$ cat src/hdl/fla_ram.sv
module fla_ram #(
   parameter int WIDTH = 32,
   parameter int DEPTH = 64
) (
   input  logic                     clock,
   input  logic                     wr_en,
   input  logic [$clog2(DEPTH)-1:0] wr_addr,
   input  logic [WIDTH-1:0]         wr_data,
   input  logic [$clog2(DEPTH)-1:0] rd_addr,
   output logic [WIDTH-1:0]         rd_data
);

   logic [WIDTH-1:0] mem_ff [DEPTH];
   logic [WIDTH-1:0] rd_data_ff;

   always_ff @(posedge clock) begin
      if (wr_en) begin
         mem_ff[wr_addr] <= wr_data;
      end
      rd_data_ff <= mem_ff[rd_addr];
   end

   assign rd_data = rd_data_ff;

endmodule

$ cat config.mk
export PLATFORM = sky130hd
export DESIGN_NAME = fla_ram
export DESIGN_NICKNAME = d
export VERILOG_FILES = /design/src/hdl/fla_ram.sv
export SDC_FILE = /design/constraint.sdc
export NUM_CORES = 2
export LEC_CHECK = 0
export BUFFER_PORTS_ARGS = -buffer_cell sky130_fd_sc_hd__buf_4
export CAP_MARGIN = 20
export CORE_MARGIN = 2
export CORE_UTILIZATION = 55
export CTS_CLUSTER_SIZE = 20
export DETAILED_ROUTE_END_ITERATION = 10
export PLACE_DENSITY = 0.72
export SLEW_MARGIN = 40
export SYNTH_ARGS = -nofsm -noshare
export SYNTH_HDL_FRONTEND = slang
export SYNTH_SLANG_ARGS = --single-unit
$ cat constraint.sdc
create_clock -name clock -period 5.94 [get_ports clock]
set_input_delay 1.782 -clock clock [delete_from_list [all_inputs] [get_ports clock]]
set_output_delay 1.782 -clock clock [all_outputs]
set_load 0.01 [all_outputs]
Word-level counts from Yosys, hierarchy flattened
Memories as Yosys holds them, arrays and structs flattened. A register that Yosys moved wholly into a read port is not among the register bits. Index checks and enable logic that the tools add are counted.

Register bits: 0. Latch bits: 0. Bits in writable memories: 2048. Memory bits (read-only): 0. Output and inout port bits: 32. Logic and storage cells: 3. Memories: 1.

Memories: mem_ff (words 64, width 32, rd ports 1, clocked after memory_dff 1, write ports 1, line 13) `logic [WIDTH-1:0] mem_ff [DEPTH];`.

Add/sub/neg operators: 0. Multiply operators: 0. Div/mod/pow operators: 0. Magnitude comparators: 0. Eq/ne operators: 0. Shift-type cells: 0. Multiplexer cells: 2. Bitwise logic cells: 0. Reductions and logical operators: 0.

Operators with widths (count): $mux W1 (2).

Longest topological paths before layout
Depth in word-level cells: 2. Gate-level depth with buffers: 10. Depth with buffers taken out: 5.

Least setup slack after synthesis
Ideal clock, no wire load.

Path type: input-to-reg. Start: input port wr_addr[3]. End: memory mem_ff[48][0], enable pin. Setup time: 0.461 ns. Arrival: 4.481 ns. Data required time: 5.479 ns. Path slack: 0.998 ns. Stages: 4. Path through: clkbuf_1 -> nor2b_1 -> nand4b_1 -> nor3_1.

RTL lines: from (decl) (line 7) `input logic [$clog2(DEPTH)-1:0] wr_addr,`; to (decl) (line 13).

No word-level cell before the write port.

==> summary.md <==
Data arrives at the worst endpoint at 4.65 ns. The synthesized-area fraction occupied by ao, oa, aoi and oai cells was 1.67%. The Yosys step of the flow raised 0 warnings. The longest clock path from root to sink contains 3 buffers. The worst setup path is captured at a flip-flop. Entering global routing, the biggest net connects 77 pins.

The master of the slowest instance on the critical path was sky130_fd_sc_hd__a21oi_1. The analysis attributes to cell leakage a power of 0.0279 µW. The area growth from synthesis to layout is 13.8%.

The top fanout value on the critical path was 42. After synthesis, the most frequently instantiated cells are 2048 x sky130_fd_sc_hd__edfxtp_1, 544 x sky130_fd_sc_hd__mux4_2, 137 x sky130_fd_sc_hd__nor2_1. The sequential share of power came out at 54.4%. The synthesized design spends more area on one cell type than any other, namely sky130_fd_sc_hd__edfxtp_1. The cell count after synthesis came out at 3324.

The start-to-end type of the worst setup path was primary input to flip-flop. The tools report the portion of total power attributed to the clock network as 40.7%. In this run the horizontal extent of the chip is 382 µm. The clock-pin slew on the worst setup and hold paths was 0.06 ns; the number of hold-slack violations in the final timing report was 0. The worst setup path is launched from a primary input. Across the run, the number of max-cap violations was 0. The initial detailed-routing violation count is 5038.

Setup repair after global routing left no endpoint under its margin. Detailed placement finished with a half-perimeter wire length of 109000 µm. For the site row count, the log shows 138. Yosys instantiated no cell more often than sky130_fd_sc_hd__edfxtp_1. Final critical-path share of the clock period: 66.9%.

The die is 382 µm tall. The portion of total power attributed to combinational logic was 4.9%. For the worst voltage drop across the vdd grid, the log shows 0.324 mV. After synthesis, the largest family of logic cells by area is multiplexers.

Wire length of the first global-routing pass: 274000 µm. Data required time at the worst endpoint: 6.62 ns. CTS built an H-tree with a depth of 4.

Summing the areas of all xor and xnor instances in the mapped netlist gives 0% of the synthesized area. The average cell area after synthesis was 23.6 µm². The post-layout instance count excluding filler cells came out at 5653.

The congestion estimate from routability-driven global placement came to 0.792. For the number of buffers inserted during clock tree synthesis, the log shows 198. After detailed routing, the number of remaining DRC violations is 0.

The switching power as a share of total power was 21.1%. In this run the power spent charging and discharging nets is 6330 µW. The first TritonRoute pass finished after 5 iterations.

The synthesized netlist contains 34 unique library cells. For this run, asynchronously set or reset flops after synthesis account for 0%. In this run the remaining antenna-violating nets after routing total 0. For the final-stage net count, the log shows 3642. Summing the sequential cell areas from Yosys gives 79.1% of the chip area.

The starting utilization of the core area is 55.5%, and the via count is 37600. The maximum clock frequency was 252 MHz; the total congestion overflow was 0. Once the clock tree was built, the setup fixing pass inserted 0 buffers. The portion of synthesized area spent on multiplexers is 16.8%. In the routed layout, each cell is associated on average with a via count of 6.65.

Highest cell delay on the worst timing path: 0.67 ns. The arithmetic-cell share of the synthesized area counting full adders, half adders and majority gates was 0%; the total core area was 0.142 mm². The family with the most delay on the worst path is buffers and inverters. The synthesized netlist devotes 1.27% of its cell area to simple gates.

For the finished layout, the period the worst path requires is 3.97 ns. The worst path buffer plus inverter count was 4; the number of global-route vias before repair was 37400. During I/O placement, the number of pins put on the boundary was 78. Wires add up to 193000 µm. Of the cells placed in the final design, the portion with a size suffix greater than 1 is 30.7%. The power per standard cell area works out to 336 mW/mm². The number of nets in the synthesized netlist is 3370. The run finished with clean final reports.

Walking the worst path, the cells encountered are buf_8, buf_16, buf_12, buf_12, mux4_2, o22ai_1, nor2_1, a21oi_1, nor2_1. The tools report the maximum clock skew at final layout as 0.0282 ns. The die covers 0.146 mm².

The share of synthesized area in the top cell type comes to 78.3%. After routing, the total negative slack on setup checks comes to 0 ns. At the later pin of the worst-skew pair, clock insertion delay measures 0.84 ns. For this run, the total global-route usage over all layers was measured as 26.6%. For this design, the CTS-stage hold fixing added 0 buffers.

The number of instances resized during post-cts repair came out at 0. The slew at the pin closest to its max-slew limit was 0.902 ns. In the post-synthesis netlist, the biggest area contributors are sky130_fd_sc_hd__edfxtp_1 78%, sky130_fd_sc_hd__mux4_2 16%, sky130_fd_sc_hd__mux2i_1 1.2%. The post-synthesis sequential element count is 2080, and the number of antenna violations at the first check in global routing is 2. TritonCTS built the clock tree. After detailed placement, the design holds a cell count of 5282. The tightest min-delay check is of the flip-flop to flip-flop type. For this run, the leading register cell type out of synthesis is sky130_fd_sc_hd__edfxtp_1. The final routed wire length divided by cell count is 34.1 µm. Port buffering added 77 buffers. The tools report the number of max-slew violations in the final report as 0. The summed instance area of the synthesized netlist was 0.0785 mm²; the TritonCTS sink count was 2080. In this run the clock root is driven by a sky130_fd_sc_hd__clkbuf_16.

The worst slew margin relative to its limit was 39.7%; the number of enable flip-flop cells after synthesis was 2048. The run gives 23700 µW as the cell-internal power. The count of final setup violators came out at 0.
[worst paths after layout]
check,end,startpoint,cells after the start,slack (ns)
worst min register to register,rd_data[8],mem_ff[28][8],4,0.74
worst max register to register,rd_data[12],mem_ff[32][12],4,3.73
worst min-delay path,rd_data[8],mem_ff[28][8],4,0.74
worst max-delay path,rd_data[0],rd_addr[0],9,1.97
[flip-flops by register name (all words and copies together), names as in the netlist]
register,cells
mem_ff,2048
rd_data,32
[routing by layer]
layer	routed length, µm	GRT usage [%]	up-vias
li1	-	-	14800
met1	75600	39.7	20200
met2	92100	41.1	2279
met3	19200	4.66	293
met4	5670	8.01	4
met5	21	0	-
[per-stage QoR]
stage	worst slack [ns]	util, %	area, µm²	total power (µW)	hold slack, ns
floorplan	0.998	-	78500	17400	0.663
global placement	0.964	58.3	82600	18100	0.703
detailed placement	0.964	58.6	83000	18100	0.726
CTS	1.87	63.0	89300	30200	0.748
global route	1.93	63.1	89400	30800	0.786
finish	1.97	63.1	89400	30000	0.739
[layout make-up]
type / instances / area (µm²)
clock inverters: 110 / 956
flip-flops and latches: 2080 / 62100
diodes: 2 / 5.00
repair buffers: 254 / 2570
well taps: 1890 / 2360
fillers: 9150 / 52200
multi-input cells: 1062 / 16000
clock buffers: 255 / 5350
[layout by cell type, fill, tap and decap left out, drive strengths merged, types with 11 or more instances in the layout]
cell type / Yosys / routed
edfxtp: 2048 / 2048
mux4: 544 / 544
clkbuf: 74 / 255
buf: 108 / 254
nor2: 137 / 137
mux2i: 93 / 93
o22ai: 84 / 84
clkinv: 0 / 84
a21oi: 62 / 62
dfxtp: 32 / 32
o221ai: 27 / 27
nand2: 26 / 26
nor2b: 15 / 15
a22oi: 12 / 12
bufinv: 0 / 11
[cell families after synthesis]
kind of cell | Yosys count
AO/OA/AOI/OAI | 202
flip-flops | 2080
multiplexers | 637
AND/OR/NAND/NOR | 223
buffers and inverters | 182
[worst reg2reg max path: stages (launching register included)]
cell                       delay, ns
sky130_fd_sc_hd__edfxtp_1       0.37
sky130_fd_sc_hd__mux4_2         0.47
sky130_fd_sc_hd__mux4_2         0.56
sky130_fd_sc_hd__o22ai_1        0.54
sky130_fd_sc_hd__nor2_1         0.12
[power by group through the flow]
| stage | clock, µW | combinational [µW] | sequential, µW |
|---|---|---|---|
| after floorplan | 0 | 790 | 16600 |
| after global placement | 0 | 1440 | 16600 |
| after detailed placement | 0 | 1470 | 16600 |
| after CTS | 12400 | 1480 | 16300 |
| after global routing | 12900 | 1550 | 16300 |
| final | 12200 | 1470 | 16300 |
Note: power is estimated with default switching activity, not from simulation.
